$ cat config.mk
export PLATFORM = sky130hd
export DESIGN_NAME = soft_ramp_dimmer_with_timeout_top
export DESIGN_NICKNAME = d
export VERILOG_FILES = /design/src/hdl/srdim_pkg.sv /design/src/hdl/soft_ramp_dimmer_with_timeout_top.sv
export SDC_FILE = /design/constraint.sdc
export NUM_CORES = 1
export LEC_CHECK = 0
export BUFFER_PORTS_ARGS = -buffer_cell sky130_fd_sc_hd__buf_2
export CORE_MARGIN = 2
export CORE_UTILIZATION = 25
export DETAILED_ROUTE_END_ITERATION = 8
export GPL_TIMING_DRIVEN = 0
export PLACE_DENSITY = 0.44
export SYNTH_ARGS = -nofsm -noshare
export SYNTH_HDL_FRONTEND = slang
export SYNTH_SLANG_ARGS = --single-unit
$ cat constraint.sdc
create_clock -name clk -period 12.2 [get_ports clk]
set_input_delay 2.44 -clock clk [delete_from_list [all_inputs] [get_ports clk]]
set_output_delay 2.44 -clock clk [all_outputs]
set_load 0.05 [all_outputs]
$ cat src/hdl/srdim_pkg.sv
// shared types, constants and arithmetic helpers for the soft-ramp dimmer
// no dependencies; imported by the dimmer top level and its port checker
package srdim_pkg;

  localparam int MODE_W    = 2;
  localparam int PCT_W     = 16;
  localparam int LEVEL_W   = 8;
  localparam int TIMING_W  = 16;
  localparam int COUNT_W   = 2 * TIMING_W;
  localparam int CFG_IDX_W = 2;

  // input beat: mode, level_percent, zero pad to whole bytes
  localparam int IN_BITS   = MODE_W + PCT_W;
  localparam int IN_DATA_W = ((IN_BITS + 7) / 8) * 8;

  // output beat: pwm_duty, duty_changed, current_level, target_level
  localparam int OUT_BITS   = 3 * LEVEL_W + 1;
  localparam int OUT_DATA_W = ((OUT_BITS + 7) / 8) * 8;

  localparam int OUT_DUTY_LSB    = 0;
  localparam int OUT_CHANGED_BIT = LEVEL_W;
  localparam int OUT_CUR_LSB     = LEVEL_W + 1;
  localparam int OUT_TGT_LSB     = 2 * LEVEL_W + 1;

  // percent to level: p*255/100 == (p * 1336965) >> 19 for p in 0..100
  localparam int PCT_MAX       = 100;
  localparam int PCT_SCALE     = 1336965;
  localparam int PCT_SCALE_W   = 21;
  localparam int PCT_SHIFT     = 19;
  localparam int PCT_IDX_W     = 7;
  localparam logic [LEVEL_W-1:0] LEVEL_FULL = '1;

  typedef enum logic [MODE_W-1:0] {
    MODE_SET  = 2'd0,
    MODE_RAMP = 2'd1,
    MODE_TICK = 2'd2,
    MODE_NONE = 2'd3
  } mode_t;

  typedef enum logic [CFG_IDX_W-1:0] {
    REG_TIMEOUT_SECONDS   = 2'd0,
    REG_CYCLES_PER_SECOND = 2'd1,
    REG_SPARE_2           = 2'd2,
    REG_SPARE_3           = 2'd3
  } cfg_reg_t;

  // clamped percent to 0..255 target level
  function automatic logic [LEVEL_W-1:0] level_map(input logic signed [PCT_W-1:0] pct);
    logic [PCT_IDX_W+PCT_SCALE_W-1:0] prod;
    // unsigned operands: 0..100 needs all 7 bits as magnitude
    prod = pct[PCT_IDX_W-1:0] * PCT_SCALE_W'(unsigned'(PCT_SCALE));
    if (pct < 0) begin
      level_map = '0;
    end else if (pct > PCT_MAX) begin
      level_map = LEVEL_FULL;
    end else begin
      level_map = prod[PCT_SHIFT +: LEVEL_W];
    end
  endfunction

  // c*c/255 truncated, divide done as (x + (x >> 8) + 1) >> 8, exact for x < 65535
  function automatic logic [LEVEL_W-1:0] duty_of(input logic [LEVEL_W-1:0] lvl);
    logic [2*LEVEL_W-1:0] sq;
    logic [2*LEVEL_W:0]   acc;
    sq  = lvl * lvl;
    acc = {1'b0, sq} + {{(LEVEL_W+1){1'b0}}, sq[2*LEVEL_W-1:LEVEL_W]} + 1'b1;
    duty_of = acc[LEVEL_W +: LEVEL_W];
  endfunction

endpackage

$ cat src/hdl/soft_ramp_dimmer_with_timeout_top.sv
// soft-ramp led dimmer with inactivity timeout, single-pass update per beat
// depends on srdim_pkg
//
// usage
//   in_*  : command beats. tdata = {pad, level_percent[15:0], mode[1:0]}
//           mode 0 sets the target from a percent level and reloads the
//           countdown, mode 1 moves the current level one count toward the
//           target, mode 2 is a timer tick, mode 3 only reports state
//   out_* : one result beat per command beat, in order
//   cfg_* : write-only register port, index 0 timeout_seconds,
//           index 1 cycles_per_second; either write reloads the countdown
//           with timeout_seconds * cycles_per_second. only write while idle
// timing
//   each command updates the level and countdown registers at the edge it
//   is accepted and its result sits in the output register one cycle later.
//   one beat per cycle sustained; the loop is the level/countdown register
//   update, which is one compare, one 8x8 square and one 16x16 reload product
// reset
//   synchronous, active low: levels, countdown and timing registers clear,
//   output register empties
// back-pressure
//   in_tready drops only while a result is held and out_tready is low; the
//   held result stays stable until it is taken
module soft_ramp_dimmer_with_timeout_top (
  input  logic                             clk,
  input  logic                             rst_n,
  // command beat: [1:0] mode, [17:2] level_percent, upper bits zero
  input  logic                             in_tvalid,
  output logic                             in_tready,
  input  logic [srdim_pkg::IN_DATA_W-1:0]  in_tdata,
  // result beat: [7:0] pwm_duty, [8] duty_changed, [16:9] current_level,
  // [24:17] target_level, upper bits zero
  output logic                             out_tvalid,
  input  logic                             out_tready,
  output logic [srdim_pkg::OUT_DATA_W-1:0] out_tdata,
  // register writes
  input  logic                             cfg_we,
  input  logic [srdim_pkg::CFG_IDX_W-1:0]  cfg_index,
  input  logic [srdim_pkg::TIMING_W-1:0]   cfg_wdata
);
  import srdim_pkg::*;

  // timing registers
  logic [TIMING_W-1:0] timeout_s_r, timeout_s_nxt;
  logic [TIMING_W-1:0] cps_r, cps_nxt;

  // dimmer state
  logic [LEVEL_W-1:0]  target_r, target_nxt;
  logic [LEVEL_W-1:0]  current_r, current_nxt;
  logic [COUNT_W-1:0]  countdown_r, countdown_nxt;

  // output register
  logic                  out_valid_r, out_valid_nxt;
  logic [OUT_DATA_W-1:0] out_data_r, out_data_nxt;

  // decoded command
  mode_t                   mode;
  logic signed [PCT_W-1:0] pct;
  logic                    in_beat;
  logic                    changed;
  logic                    apply;

  // shared reload multiplier, operands steered by a register write
  logic [TIMING_W-1:0] mul_a, mul_b;
  logic [COUNT_W-1:0]  reload;
  logic                cfg_hit;

  assign in_tready = !out_valid_r || out_tready;
  assign in_beat   = in_tvalid && in_tready;
  assign mode      = mode_t'(in_tdata[MODE_W-1:0]);
  assign pct       = signed'(in_tdata[MODE_W +: PCT_W]);

  assign out_tvalid = out_valid_r;
  assign out_tdata  = out_data_r;

  // config write path
  always_comb begin
    timeout_s_nxt = timeout_s_r;
    cps_nxt       = cps_r;
    cfg_hit       = 1'b0;
    if (cfg_we) begin
      unique case (cfg_reg_t'(cfg_index))
        REG_TIMEOUT_SECONDS: begin
          timeout_s_nxt = cfg_wdata;
          cfg_hit       = 1'b1;
        end
        REG_CYCLES_PER_SECOND: begin
          cps_nxt = cfg_wdata;
          cfg_hit = 1'b1;
        end
        default: begin
          cfg_hit = 1'b0;
        end
      endcase
    end
  end

  // reload uses the value being written, if any
  assign mul_a  = timeout_s_nxt;
  assign mul_b  = cps_nxt;
  assign reload = mul_a * mul_b;

  // per-beat state update
  always_comb begin
    target_nxt    = target_r;
    current_nxt   = current_r;
    countdown_nxt = countdown_r;
    changed       = 1'b0;
    apply         = 1'b0;

    if (in_beat) begin
      unique case (mode)
        MODE_SET: begin
          apply = 1'b1;
        end
        MODE_RAMP: begin
          if (current_r < target_r) begin
            current_nxt = current_r + 1'b1;
            changed     = 1'b1;
          end else if (current_r > target_r) begin
            current_nxt = current_r - 1'b1;
            changed     = 1'b1;
          end
        end
        MODE_TICK: begin
          // timeout disabled when timeout_seconds is zero
          if (timeout_s_r != '0) begin
            if (countdown_r != '0) begin
              countdown_nxt = countdown_r - 1'b1;
            end else begin
              apply = 1'b1;
            end
          end
        end
        default: begin
          changed = 1'b0;
        end
      endcase
    end

    if (apply) begin
      target_nxt    = level_map(pct);
      countdown_nxt = reload;
    end

    // a write to timeout_seconds or cycles_per_second also reloads the countdown
    if (cfg_hit) begin
      countdown_nxt = reload;
    end
  end

  // output register
  always_comb begin
    out_valid_nxt = out_valid_r;
    out_data_nxt  = out_data_r;
    if (in_beat) begin
      out_valid_nxt = 1'b1;
      out_data_nxt  = '0;
      out_data_nxt[OUT_DUTY_LSB +: LEVEL_W] = duty_of(current_nxt);
      out_data_nxt[OUT_CHANGED_BIT]         = changed;
      out_data_nxt[OUT_CUR_LSB +: LEVEL_W]  = current_nxt;
      out_data_nxt[OUT_TGT_LSB +: LEVEL_W]  = target_nxt;
    end else if (out_tready) begin
      out_valid_nxt = 1'b0;
    end
  end

  always_ff @(posedge clk) begin
    if (!rst_n) begin
      timeout_s_r <= '0;
      cps_r       <= '0;
      target_r    <= '0;
      current_r   <= '0;
      countdown_r <= '0;
      out_valid_r <= 1'b0;
    end else begin
      timeout_s_r <= timeout_s_nxt;
      cps_r       <= cps_nxt;
      target_r    <= target_nxt;
      current_r   <= current_nxt;
      countdown_r <= countdown_nxt;
      out_valid_r <= out_valid_nxt;
    end
  end

  // result payload, no reset needed
  always_ff @(posedge clk) begin
    out_data_r <= out_data_nxt;
  end

endmodule

**After elaboration in Yosys (flattened, before gate mapping)**

Cells that the tools add are included.

- Bits in registers: 106
- Input port bits: 47
- Output and inout port bits: 34

- Add/sub/neg operators: 5
- Multiply operators: 3
- Magnitude comparators: 4
- Eq/ne operators: 3
- Mux-type cells: 27
- Reductions and logical operators: 14

Operators with widths:

| cell | count |
|---|---|
| two-way mux 32 bit | 6 |
| two-way mux 16 bit | 4 |
| two-way mux 8 bit | 7 |
| multiplier 16 x 16 -> 32 bit | 1 |
| nonzero test 32 bit | 1 |
| subtractor 32 x 1 -> 32 bit (second input constant) | 1 |
| multiplier 7 x 21 -> 27 bit (second input constant) | 1 |
| adder 16 x 1 -> 16 bit (second input constant) | 1 |
| adder 16 x 8 -> 16 bit | 1 |
| > comparator 16 x 8 -> 1 bit (second input constant) | 1 |
| less-than comparator 16 x 1 -> 1 bit (second input constant) | 1 |
| multiplier 8 x 8 -> 16 bit | 1 |
| nonzero test 16 bit | 1 |
| nonzero test 3 bit | 4 |
| two-way mux 1 bit | 9 |
| adder 8 x 1 -> 8 bit (second input constant) | 1 |
| > comparator 8 bit | 1 |
| less-than comparator 8 bit | 1 |
| subtractor 8 x 1 -> 8 bit (second input constant) | 1 |
| == test 2 x 1 -> 1 bit (second input constant) | 2 |
| logical NOT 2 bit | 2 |
| AND reduction 4 bit | 1 |
| == test 2 bit (second input constant) | 1 |
| case mux 1 bit (2 select lines) | 1 |
| other kinds (5) | 5 |

**Longest topological paths before layout**

Gate-level depths: netlist (run 1).

- Word-level depth: 8
- Gate-level depth with buffers: 33
- Gate-level depth less buffers: 32

**Worst setup path after synthesis (run 1)**

OpenSTA, ideal clock, no wires.

- Kind: input -> register
- From: input cfg_index[1] (netlist name)
- To: register countdown_r[28]
- Setup time: 131 ps
- Arrival time: 9574 ps
- Setup slack: 2495 ps
- Stages: 26
- Buffers on the path: 2
- Cell sequence: nand2b_1 > nor2_1 > buf_1 > clkbuf_1 > mux2i_1 > nor2_1 > fa_1 > inv_1 > fa_1 > inv_1 > fa_1 > inv_1 > fa_1 > inv_1 > fa_1 > fa_1 > ha_1 > a21o_1 > a221o_1 > a21oi_1 > o21ai_1 > a21o_1 > a221o_1 > a21o_1 > a2111oi_0 > nor3_1

- Longest elaborated chain between the ends: 6

Ends and longest elaborated chain:

| what | line | source |
|---|---|---|
| start, declared | soft_ramp_dimmer_with_timeout_top.sv:38 | `input logic [srdim_pkg::CFG_IDX_W-1:0] cfg_index,` |
| == test 2 x 1 -> 1 bit or logical NOT 2 bit (tied branches) | soft_ramp_dimmer_with_timeout_top.sv:82 | `unique case (cfg_reg_t'(cfg_index))` |
| two-way mux 16 bit or OR reduction 2 bit (tied branches) | n/a |  |
| two-way mux 16 bit or two-way mux 1 bit (tied branches) | soft_ramp_dimmer_with_timeout_top.sv:81, soft_ramp_dimmer_with_timeout_top.sv:82 |  |
| multiplier 16 x 16 -> 32 bit or two-way mux 1 bit (tied branches) | soft_ramp_dimmer_with_timeout_top.sv:101, soft_ramp_dimmer_with_timeout_top.sv:81 |  |
| two-way mux 32 bit or nonzero test 3 bit (tied branches) | n/a |  |
| two-way mux 32 bit or AND reduction 4 bit (tied branches) | n/a |  |
| end signal, assigned | soft_ramp_dimmer_with_timeout_top.sv:181 | `countdown_r <= countdown_nxt;` |
| end, declared | soft_ramp_dimmer_with_timeout_top.sv:50 | `logic [COUNT_W-1:0] countdown_r, countdown_nxt;` |

Several ways; a longest one is shown, not always the timed one.
A chain may end at the register's enable or synchronous reset.

**Final worst setup path (run 1)**

- From: input cfg_index[1] (netlist name)
- To: register countdown_r[27]

The elaborated chain is that of the path after synthesis.

==> results of run 1 <==
## tightest hold or removal path, cell delays in order, from the launching register on
cell	delay, ps
dfxtp_1	320
nand3_1	60
o21ai_1	50
## metal layers
layer  routed length, um  up-vias
met3                2540       38
met1               24100     6807
met4                 605        0
met2               22400      332
li1                    -     6618
met5                   0        -
## state kept, by name, summed over array words and instances, names as in the netlist
register,cells
countdown_r,32
cps_r,16
current_r,8
out_tdata,25
out_tvalid,1
target_r,8
timeout_s_r,16
## layout make-up
type / instances / area (um^2) / area share [%]
plain buffers: 64 / 300 / 1.60
flip-flops and latches: 106 / 2370 / 12.6
well taps: 873 / 1090 / 5.82
clock inverters: 7 / 87.6 / 0.467
inverters: 331 / 1240 / 6.62
repair buffers: 67 / 335 / 1.79
multi-input cells: 1483 / 13100 / 69.9
clock buffers: 9 / 225 / 1.20
## cells in the final DEF, fill, tap and decap left out, types with 40 or more instances in the layout
cell,n
a21oi_1,85
nand2_1,233
clkbuf_1,45
nor2_1,219
buf_2,70
nor3_1,40
inv_1,329
ha_1,207
dfxtp_1,81
fa_1,231
## report_power, final
group	internal, mW	switching, mW	total (mW)
registers	0.402	0.0289	0.431
clock network	0.164	0.173	0.338
logic	0.288	0.557	0.845
total	0.854	0.759	1.61
## kinds of logic (layout without fill, tap and decap cells)
family	count (synthesis)	count (layout)	synth area share [%]
and+or+nand+nor	633	633	16.6
DFF	106	106	14.0
xor gates and xnor gates	57	57	2.94
AOI/OAI and AO/OA	289	289	11.2
buffers and inverters	395	478	9.07
adders and majority gates	438	438	42.4
other	1	7	0.0221
muxes	59	59	3.71
## worst min-delay path by stage
stage,start,endpoint,slack (ps),cells after the start
floorplan,countdown_r[26],countdown_r[26],440,2
global placement,countdown_r[26],countdown_r[26],460,2
detailed placement,countdown_r[26],countdown_r[26],460,2
CTS,countdown_r[26],countdown_r[26],470,2
global route,countdown_r[26],countdown_r[26],490,2
finish,countdown_r[26],countdown_r[26],470,2
## through the flow
| step | hold WS, ps | cell area [um^2] |
|---|---|---|
| after global placement | 457 | 18500 |
| after global routing | 491 | 18800 |
| after CTS | 471 | 18800 |
| after floorplan | 439 | 17000 |
| final | 470 | 18800 |
| after detailed placement | 459 | 18500 |
==> results.md, run 1 <==
- The flow ran to the end, and the final reports show no timing, DRC or antenna violations.
- The number of distinct library cells after synthesis is 79.
- TritonCTS built the clock tree.
- The setup slack of the critical path after layout is 1120 ps.
- The number of filler cells placed in the layout is 7260.
- Sorting the synthesized cells by how often they occur yields inv_1 (329), nand2_1 (233), fa_1 (231).
- Leaving out filler cells and counting taps, the final layout contains 2940.
- The hold buffer count at cts is 0.
- The clock latency at the later pin of the worst-skew pair is 420 ps.
- In this run the tool buffered the top-level ports with 67 buffer cells.
- The top cell type by total area after synthesis is fa_1.
- Summed over all layers, the global routing overflow is 0.
- The TritonCTS buffer count is 9.
- Counting I/O delays and the setup requirement, the final critical path takes 11080 ps.
- The worst slew slack as a fraction of its limit is 15.9%.
- The number of vias in the routed layout is 13800.
- The global routing stage identified its most utilized layer as met2.
- The number of nets with antenna violations after routing is 0.
- The slowest stage of the critical path is the mux2i_1 cell.
- In the finished design, the share of the clock period the worst path needs comes to 90.8%.
- Synthesis inferred 106 register bits.
- For the worst flop-to-flop path, the logic depth is 31.
- For the final routed database, the setup TNS stands at 0 ps.
- The congestion estimate from routability-driven global placement came to 0.867.
- The number of sinks on the clock net is 106.
- The final count of pins violating max slew was 0.
- The total die area is 70100 um^2.
- The most numerous cell type found on the critical path is fa_1.
- Once the clock tree was built, the resizer swapped 0 gates to a different size.
- Setup repair after global routing left no endpoint under its margin.
- The initial antenna violation count is 0.
- The total core area is 67300 um^2.
- The average wire length per cell after detail routing is 16.9 um.
- The synthesized design contains 25 enable-type register cells.
- The Yosys step of the flow raised 0 warnings.
- For this run, design rule violations remaining after detail routing come to 0.
- The starting DRC count in detailed routing is 873.
- 81 I/O pins were placed.
- Global routing consumed, on the met1 layer, 20.7% of the routing resources.
- The critical path data required time is 12480 ps.
- The met2 track demand over resource is 23.7%.
- In the routed layout, each cell is associated on average with a via count of 4.69.
- The post-route core utilization is 27.9%.
- STA classifies the critical path endpoint as a register.
- The reported leakage power is 8.89 nW.
- The worst register-to-register path begins at current_r[1].
- The cell type group with the largest total delay on the critical path is adder cells.
- The placement row count is 95.
- The critical path data arrival time is 11360 ps.
- The number of global-route vias before repair is 14500.
- In this design, the stage delay of the slowest critical-path cell is 860 ps.
- The critical path contains buffers and inverters numbering 8 combined.
- Setup slack on the worst reg-to-reg path comes out at 4020 ps.
- In this run the worst hold path is classified as register to register.
- The power density over the cells is 86.0 nW/um^2.
- The critical path launch point is cfg_index[1].
- After clock tree synthesis, the clock-pin slew on the worst setup and hold paths is 90 ps.
- The number of levels the H-tree was split into is 3.
- OpenSTA, run right after detailed placement, puts the worst setup slack at 721 ps.
- After technology mapping, the gate count stands at 1978.
- In the post-synthesis netlist, the biggest area contributors are fa_1 (27%), ha_1 (15%), dfxtp_1 (9.5%).
- Setup violations remaining at the end of the flow were counted as 0.
- For this run, the post-layout net count is 2547.
- Measured along the y axis, the die boundary spans 265 um.
- The fraction of final layout cells sized beyond drive strength 1 is 7.93%.
- Yosys instantiated no cell more often than inv_1.
- At the pin with the least slew margin, the transition time is 1230 ps.
- The area growth from synthesis to final layout is 10.4%.
- The post-CTS setup repair buffer count is 0.
- No sink is reached through more buffers than the 2 on the longest clock path.
- The number of cells on the critical path is 27.
- After synthesis, the share of flip-flops with an asynchronous set or reset is 0%.
- The master cell of the clock root buffer is clkbuf_16.
- The critical path is of the input pin to register type.
- For this block, the routed nets add up to 49.7 mm of wire.
- After synthesis, flip-flops and latches occupy 14.0% of the total area.
- The peak fanout along the critical path is 10.
- The startpoint kind of the worst setup timing path is an input pin.
- Following the worst setup path forward leads to its endpoint at countdown_r[27].
- Entering global routing, the biggest net connects 26 pins.
- The fmax is 90.3 MHz.
- Clock skew on the completed layout was measured at 24.2 ps.
- In this run the biggest area consumer among cell types represents 27.2% of the synthesized area.
- Each instance of the synthesized netlist takes up on average 8.60 um^2.
- In this run the critical register-to-register path is captured at out_tdata[7].
- The wire-length estimate of the detail-placed layout is 41.9 mm.
- The global routing usage on met3 is 2.94%.
- IR analysis of the VDD net gives a maximum drop of 65.8 uV.
- Max-cap violations in this run came to 0.
- The area of the mapped netlist is 17000 um^2.
- The die is 265 um wide.
- For this run, the total global-route usage over all layers was measured as 14.8%.
- The length of the first detailed-routing pass in iterations is 7.
- The number of antenna diodes in the final layout is 0.
- The first global-routing pass estimated 81.4 mm of wire.
- In the synthesized netlist the dominant register cell turns out to be dfxtp_1.
- The sum of internal, switching and leakage power is 1.61 mW.
- The final-report hold violation count came to 0.
- The total placed cells including tap cells is 2924.
- The initial utilization of the core area, before any placement, comes to 25.3%.
No activity file was read; power rests on OpenSTA's default activity.
==> run 2: changes to the inputs <==
--- a/config.mk
+++ b/config.mk
@@ -6,11 +6,13 @@
 export NUM_CORES = 1
 export LEC_CHECK = 0
 export BUFFER_PORTS_ARGS = -buffer_cell sky130_fd_sc_hd__buf_2
+export CELL_PAD_IN_SITES_DETAIL_PLACEMENT = 1
+export CELL_PAD_IN_SITES_GLOBAL_PLACEMENT = 2
 export CORE_MARGIN = 2
 export CORE_UTILIZATION = 25
 export DETAILED_ROUTE_END_ITERATION = 8
 export GPL_TIMING_DRIVEN = 0
-export PLACE_DENSITY = 0.44
+export PLACE_DENSITY = 0.61
 export SYNTH_ARGS = -nofsm -noshare
 export SYNTH_HDL_FRONTEND = slang
 export SYNTH_SLANG_ARGS = --single-unit
==> results.md, run 2 (synthesized netlist as in run 1, its figures left out) <==
- The final setup violation count is 0 (unchanged).
- The commonest non-fill, non-tap cell in the layout was inv_1 (unchanged).
- The flip-flop count of the largest register, all copies and words added is 32 (unchanged).
- The number of levels the H-tree was split into was 3 (unchanged).
- The hold buffer count at cts is 0 (unchanged).
- The number of top-level pins was 81 (unchanged).
- The overall overflow remaining after global route is 0 (unchanged).
- The total cell area at the placement stage is 18500 um^2 (unchanged).
- The reported leakage power is 8.88 nW (was 8.89 nW).
- The critical path data required time is 12500 ps (was 12480 ps).
- The cell area after layout is 18800 um^2 (unchanged).
- The worst slew slack as a fraction of its limit was 15.0% (was 15.9%).
- The width of the die came to 265 um (unchanged).
- The delay contributed by the slowest stage of the critical path is 760 ps (was 860 ps).
- The setup TNS is 0 ps (unchanged).
- The clock tree from TritonCTS is built (unchanged).
- The worst setup slack for register-to-register paths is 3630 ps (was 4020 ps).
- The critical path capture point type is a register (unchanged).
- The startpoint kind of the worst setup timing path was an input pin (unchanged).
- The number of maximum-capacitance violations came to 0 (unchanged).
- The fmax is 89.6 MHz (was 90.3 MHz).
- The starting DRC count in detailed routing is 633 (was 873).
- The post-DP HPWL came to 47.4 mm (was 41.9 mm).
- Status: complete, no violations (unchanged).
- The number of I/O port buffers is 67 (unchanged).
- The number of filler cells placed in the layout is 8033 (was 7260).
- The post-detailed-route via-to-cell ratio is 4.70 (was 4.69).
- The critical path data arrival time is 11460 ps (was 11360 ps).
- The post-route core utilization came to 27.9% (unchanged).
- The total die area is 70100 um^2 (unchanged).
- The worst setup path category was input pin to register (unchanged).
- The clock latency at the later pin of the worst-skew pair is 410 ps (was 420 ps).
- The cell type group with the largest total delay on the critical path was adder cells (unchanged).
- The register with the most flip-flops was countdown_r (unchanged).
- The initial antenna violation count is 1 (was 0).
- The maximum buffer depth of the clock tree is 2 (unchanged).
- The standard cell with the maximum stage delay on the critical path is nor2b_1 (was mux2i_1).
- The effective utilization at floorplan is 25.3% (unchanged).
- The final critical delay including setup and external delays came to 11160 ps (was 11080 ps).
- The length of the first detailed-routing pass in iterations is 5 (was 7).
- The largest net degree at the start of global routing is 26 (unchanged).
- The wire length of the first global-routing pass was 90.1 mm (was 81.4 mm).
- Commonest cells after routing, fill and taps aside: inv_1 (329), nand2_1 (233), fa_1 (231) (unchanged).
- The number of sinks on the clock net was 106 (unchanged).
- The final count of pins violating max slew is 0 (unchanged).
- The worst-margin pin slew is 1240 ps (was 1230 ps).
- The total core area is 67300 um^2 (unchanged).
- The post-CTS setup repair buffer count is 0 (unchanged).
- The worst IR drop on VDD was 73.9 uV (was 65.8 uV).
- The master cell of the clock root buffer is clkbuf_16 (unchanged).
- Unrepaired setup endpoints after global routing: false (unchanged).
- The class of the tightest hold or removal check is register to register (unchanged).
- The number of nets with antenna violations after routing was 0 (unchanged).
- The cell repeated most along the worst path is fa_1 (unchanged).
- The routed wire length is 55.6 mm (was 49.7 mm).
- The TritonCTS buffer count came to 9 (unchanged).
- The power density over the cells was 87.3 nW/um^2 (was 86.0 nW/um^2).
- The peak fanout along the critical path came to 10 (unchanged).
- The vertical die dimension is 265 um (unchanged).
- The placement row count is 95 (unchanged).
- The clock-pin transition on the worst setup and hold timing paths came to 90 ps (about the same).
- The weighted congestion at the end of routability-driven global placement was 0.806 (was 0.867).
- The worst-case clock skew is 19.3 ps (was 24.2 ps).
- The number of vias in the routed layout is 13800 (about the same).
- The number of nets in the layout was 2547 (unchanged).
- The count of cells resized by post-cts repair is 0 (unchanged).
- The buffer and inverter count on the worst path is 8 (unchanged).
- The detailed-route DRC error count is 0 (unchanged).
- The number of global-route vias before repair is 15600 (was 14500).
- The all-layer global routing usage is 16.6% (was 14.8%).
- The average wire length per cell after detail routing is 18.9 um (was 16.9 um).
- The fraction of final layout cells sized beyond drive strength 1 is 7.89% (was 7.93%).
- The part of the cycle the worst path needs is 91.5% (was 90.8%).
- The final-report hold violation count is 0 (unchanged).
- The area growth from synthesis to final layout came to 10.4% (unchanged).
==> run 2: changes by cell type in the layout (fill, tap and decap cells not counted), sizes merged <==
cell / before / now
clkbuf: 54 / 56
clkinv: 3 / 1
diode: 0 / 1
==> run 2: worst min-delay path: cells and delay by family, from the launching register on <==
kind            cells  cell delay (ps)
simple gates        1               60
flops               1              310
compound gates      1               50
==> run 2: through the flow <==
step / std cells / setup slack (ps) / hold slack [ps] / total power [mW]
2_1_floorplan: 1984 / 2490 / 439 / 1.05
3_3_place_gp: 2924 / 544 / 458 / 1.30
3_5_place_dp: 2924 / 580 / 456 / 1.31
4_1_cts: 2940 / 957 / 465 / 1.67
5_1_grt: 2940 / 481 / 497 / 1.78
6_report: 2941 / 1040 / 463 / 1.64
==> run 2: layer usage <==
layer | part of all wire, % | vias up | global-route usage [%]
met3 | 2.9 | 70 | 2.28
met4 | 2.8 | 0 | 5.18
met1 | 47 | 6960 | 22.2
met2 | 47 | 179 | 27.7
li1 | - | 6604 | -
met5 | 0 | - | 0
==> run 2: area by class of cell <==
class / count / area [um^2] / area share [%]
timing repair buffer: 67 / 335 / 1.79
clock inverter: 5 / 67.6 / 0.360
sequential: 106 / 2370 / 12.6
buffer: 64 / 300 / 1.60
inverter: 331 / 1240 / 6.62
antenna: 1 / 2.50 / 0.0133
clock buffer: 11 / 243 / 1.29
tap: 873 / 1090 / 5.82
multi-input combinational: 1483 / 13100 / 69.9
==> run 2: path summary, 6_finish.rpt <==
check                                     start              end  cells after the start
worst max-delay path                     cfg_we  countdown_r[27]                     27
worst min-delay path            countdown_r[26]  countdown_r[26]                      2
worst min register to register  countdown_r[26]  countdown_r[26]                      2
worst max register to register     current_r[0]     out_tdata[1]                     31
==> run 2: power breakdown <==
part           internal [mW]  switching (mW)  leakage (nW)  total [mW]
registers              0.402          0.0304         0.912       0.432
clock network          0.169           0.172         0.153       0.340
logic                  0.289           0.576          7.82       0.866
==> run 3: changes to the inputs <==
--- a/config.mk
+++ b/config.mk
@@ -12,7 +12,7 @@
 export CORE_UTILIZATION = 25
 export DETAILED_ROUTE_END_ITERATION = 8
 export GPL_TIMING_DRIVEN = 0
-export PLACE_DENSITY = 0.61
+export PLACE_DENSITY = 0.52
 export SYNTH_ARGS = -nofsm -noshare
 export SYNTH_HDL_FRONTEND = slang
 export SYNTH_SLANG_ARGS = --single-unit
==> results.md, run 3 (synthesized netlist as in run 1, its figures left out) <==
- Status: complete, no violations (unchanged).
- The average wire length per cell after detail routing is 20.6 um (was 18.9 um).
- The number of top-level pins was 81 (unchanged).
- The clock tree from TritonCTS is built (unchanged).
- The worst setup path category is input pin to register (unchanged).
- The TritonCTS buffer count is 9 (unchanged).
- The worst setup slack for register-to-register paths is 3710 ps (was 3630 ps).
- The number of I/O port buffers is 67 (unchanged).
- The final-report hold violation count is 0 (unchanged).
- The non-filler instance count after layout was 2940 (was 2941).
- The total placed cells including tap cells is 2924 (unchanged).
- The reported leakage power was 8.89 nW (was 8.88 nW).
- The post-detailed-route via-to-cell ratio is 4.73 (was 4.70).
- The number of vias in the routed layout is 13900 (was 13800).
- The clock latency at the later pin of the worst-skew pair was 410 ps (about the same).
- The overall overflow remaining after global route is 0 (unchanged).
- The endpoint of the worst register-to-register path is out_tdata[7] (was out_tdata[1]).
- Commonest cells after routing, fill and taps aside: inv_1 (329), nand2_1 (233), fa_1 (231) (unchanged).
- The total core area was 67300 um^2 (unchanged).
- The setup slack of the critical path after layout came to 652 ps (was 1040 ps).
- The width of the die is 265 um (unchanged).
- The placement row count is 95 (unchanged).
- The antenna diode count is 0 (was 1).
- The class of the tightest hold or removal check is register to register (unchanged).
- The final critical delay including setup and external delays is 11550 ps (was 11160 ps).
- The largest net degree at the start of global routing is 26 (unchanged).
- The fraction of power consumed by the clock network came to 19.7% (was 20.8%).
- The total length of routed met2 wires is 30.2 mm (was 26.2 mm).
- The worst hold margin came to 466 ps (was 463 ps).
- The detailed-route DRC error count is 0 (unchanged).
- The number of nets in the layout was 2547 (unchanged).
- The total cell area at the placement stage is 18500 um^2 (unchanged).
- The wire length on met3 is 963 um (was 1.64 mm).
- The switching power as a share of total power is 48.7% (was 47.5%).
- The number of nets with antenna violations after routing is 0 (unchanged).
- The master cell of the clock root buffer is clkbuf_16 (unchanged).
- The end point of the most critical hold path is countdown_r[26] (unchanged).
- The top metal layer carrying routed signals is met4 (unchanged).
- The peak fanout along the critical path was 10 (unchanged).
- The post-place setup slack is -107 ps (was 580 ps).
- The final setup violation count came to 0 (unchanged).
- The cell repeated most along the worst path is fa_1 (unchanged).
- The number of sinks on the clock net is 106 (unchanged).
- The reg-to-reg startpoint was current_r[0] (unchanged).
- The number of levels the H-tree was split into came to 3 (unchanged).
- The starting DRC count in detailed routing is 473 (was 633).
- The fraction of final layout cells sized beyond drive strength 1 is 8.03% (was 7.89%).
- The net switching component of the power is 0.798 mW (was 0.778 mW).
- The cell area after layout was 18800 um^2 (about the same).
- The setup TNS is 0 ps (unchanged).
- The internal power of the cells is 0.841 mW (was 0.860 mW).
- Unrepaired setup endpoints after global routing: false (unchanged).
- The effective utilization at floorplan came to 25.3% (unchanged).
- The critical path data arrival time is 11830 ps (was 11460 ps).
- The number of maximum-capacitance violations is 0 (unchanged).
- The cell count of the worst reg-to-reg path is 31 (unchanged).
- The routed wire length is 60.5 mm (was 55.6 mm).
- The standard cell with the maximum stage delay on the critical path is clkdlybuf4s15_1 (was nor2b_1).
- The startpoint kind of the worst setup timing path is an input pin (unchanged).
- The fmax is 86.6 MHz (was 89.6 MHz).
- The worst-case clock skew was 21.6 ps (was 19.3 ps).
- The area growth from synthesis to final layout was 10.3% (was 10.4%).
- The initial antenna violation count is 0 (was 1).
- The power density over the cells is 87.4 nW/um^2 (was 87.3 nW/um^2).
- The worst-margin pin slew came to 1200 ps (was 1240 ps).
- The clock-pin transition on the worst setup and hold timing paths is 80 ps (was 90 ps).
- The wire length of the first global-routing pass is 95.2 mm (was 90.1 mm).
- The number of cells on the critical path is 27 (unchanged).
- The number of global-route vias before repair came to 15500 (was 15600).
- The commonest non-fill, non-tap cell in the layout is inv_1 (unchanged).
- The worst IR drop on VDD is 66.4 uV (was 73.9 uV).
- The share of power burned in registers is 26.4% (about the same).
- The critical path capture point type is a register (unchanged).
- The final count of pins violating max slew came to 0 (unchanged).
- The cell type group with the largest total delay on the critical path is adder cells (unchanged).
- The buffer and inverter count on the worst path is 8 (unchanged).
- The source of the worst hold timing path was countdown_r[26] (unchanged).
- The worst slew slack as a fraction of its limit is 19.9% (was 15.0%).
- The post-DP HPWL is 50.9 mm (was 47.4 mm).
- The total die area was 70100 um^2 (unchanged).
- The maximum buffer depth of the clock tree is 2 (unchanged).
- The share of power burned in combinational logic is 53.9% (was 52.9%).
- The critical path data required time is 12480 ps (was 12500 ps).
- The delay contributed by the slowest stage of the critical path is 760 ps (about the same).
- The part of the cycle the worst path needs is 94.7% (was 91.5%).
- The worst hold path cell count is 2 (unchanged).
- The total routed wire length on the met1 layer is 28.5 mm (was 26.2 mm).
- The register with the most flip-flops was countdown_r (unchanged).
- The flip-flop count of the largest register, all copies and words added came to 32 (unchanged).
- The post-CTS setup repair buffer count is 0 (unchanged).
- The vertical die dimension is 265 um (unchanged).
- The weighted congestion at the end of routability-driven global placement is 0.831 (was 0.806).
- The length of the first detailed-routing pass in iterations came to 4 (was 5).
- The all-layer global routing usage came to 17.9% (was 16.6%).
## run 3: cell types whose count changed in the layout (fill, tap and decap cells not counted)
cell | previous run | this run
buf_1 | 4 | 3
bufinv_16 | 1 | 0
clkbuf_1 | 46 | 44
clkbuf_2 | 0 | 1
clkdlybuf4s15_1 | 0 | 1
clkinv_4 | 1 | 3
diode_2 | 1 | 0
inv_6 | 2 | 1
inv_8 | 1 | 2
mux2i_1 | 27 | 26
mux2i_2 | 0 | 1
## run 3: tightest hold or removal path: stages, from the launching register on
cell and delay, ps:
dfxtp_1 320, nand3_1 60, o21ai_1 50
## run 3: final cells by class
| cell class | instances | area, um^2 |
|---|---|---|
| Fill cell | 8022 | 48500 |
| Timing Repair Buffer | 67 | 335 |
| Inverter | 331 | 1240 |
| Sequential cell | 106 | 2370 |
| Tap cell | 873 | 1090 |
| Buffer | 64 | 308 |
| Clock inverter | 6 | 57.6 |
| Multi-Input combinational cell | 1483 | 13100 |
| Clock buffer | 10 | 239 |
## run 3: per-layer routing
layer  vias to the layer above  GRT usage (%)
met3                        33           1.46
met2                       139           31.9
met1                      7124           23.6
met4                         0           3.76
met5                         -              0
li1                       6601              -
## run 3: timing repair
item                                   4_1_cts  5_1_grt
setup endpoints to repair                    0        1
hold buffers                                 0        0
gates resized for setup                      0        5
endpoints found under the hold margin        0        0
## run 3: worst max-delay path by stage
stage	startpoint	endpoint	slack (ps)
after floorplan	cfg_index[1]	countdown_r[28]	2490
after global placement	cfg_index[1]	countdown_r[27]	-120
after detailed placement	cfg_index[1]	countdown_r[27]	-110
after CTS	cfg_index[1]	countdown_r[27]	290
after global routing	cfg_index[1]	countdown_r[27]	220
final	cfg_index[1]	countdown_r[27]	650
## run 3: through the flow
stage | total power [mW] | util, %
6_report | 1.64 | 27.9
5_1_grt | 1.79 | 27.9
4_1_cts | 1.67 | 27.9
3_5_place_dp | 1.34 | 27.4
3_3_place_gp | 1.33 | 27.4
2_1_floorplan | 1.05 | -
## run 3: power groups by stage
stage | combinational, mW | sequential [mW] | clock, mW
final | 0.883 | 0.432 | 0.324
after global routing | 1.00 | 0.438 | 0.347
after CTS | 0.904 | 0.433 | 0.335
after detailed placement | 0.898 | 0.440 | 0
after global placement | 0.888 | 0.440 | 0
after floorplan | 0.567 | 0.479 | 0
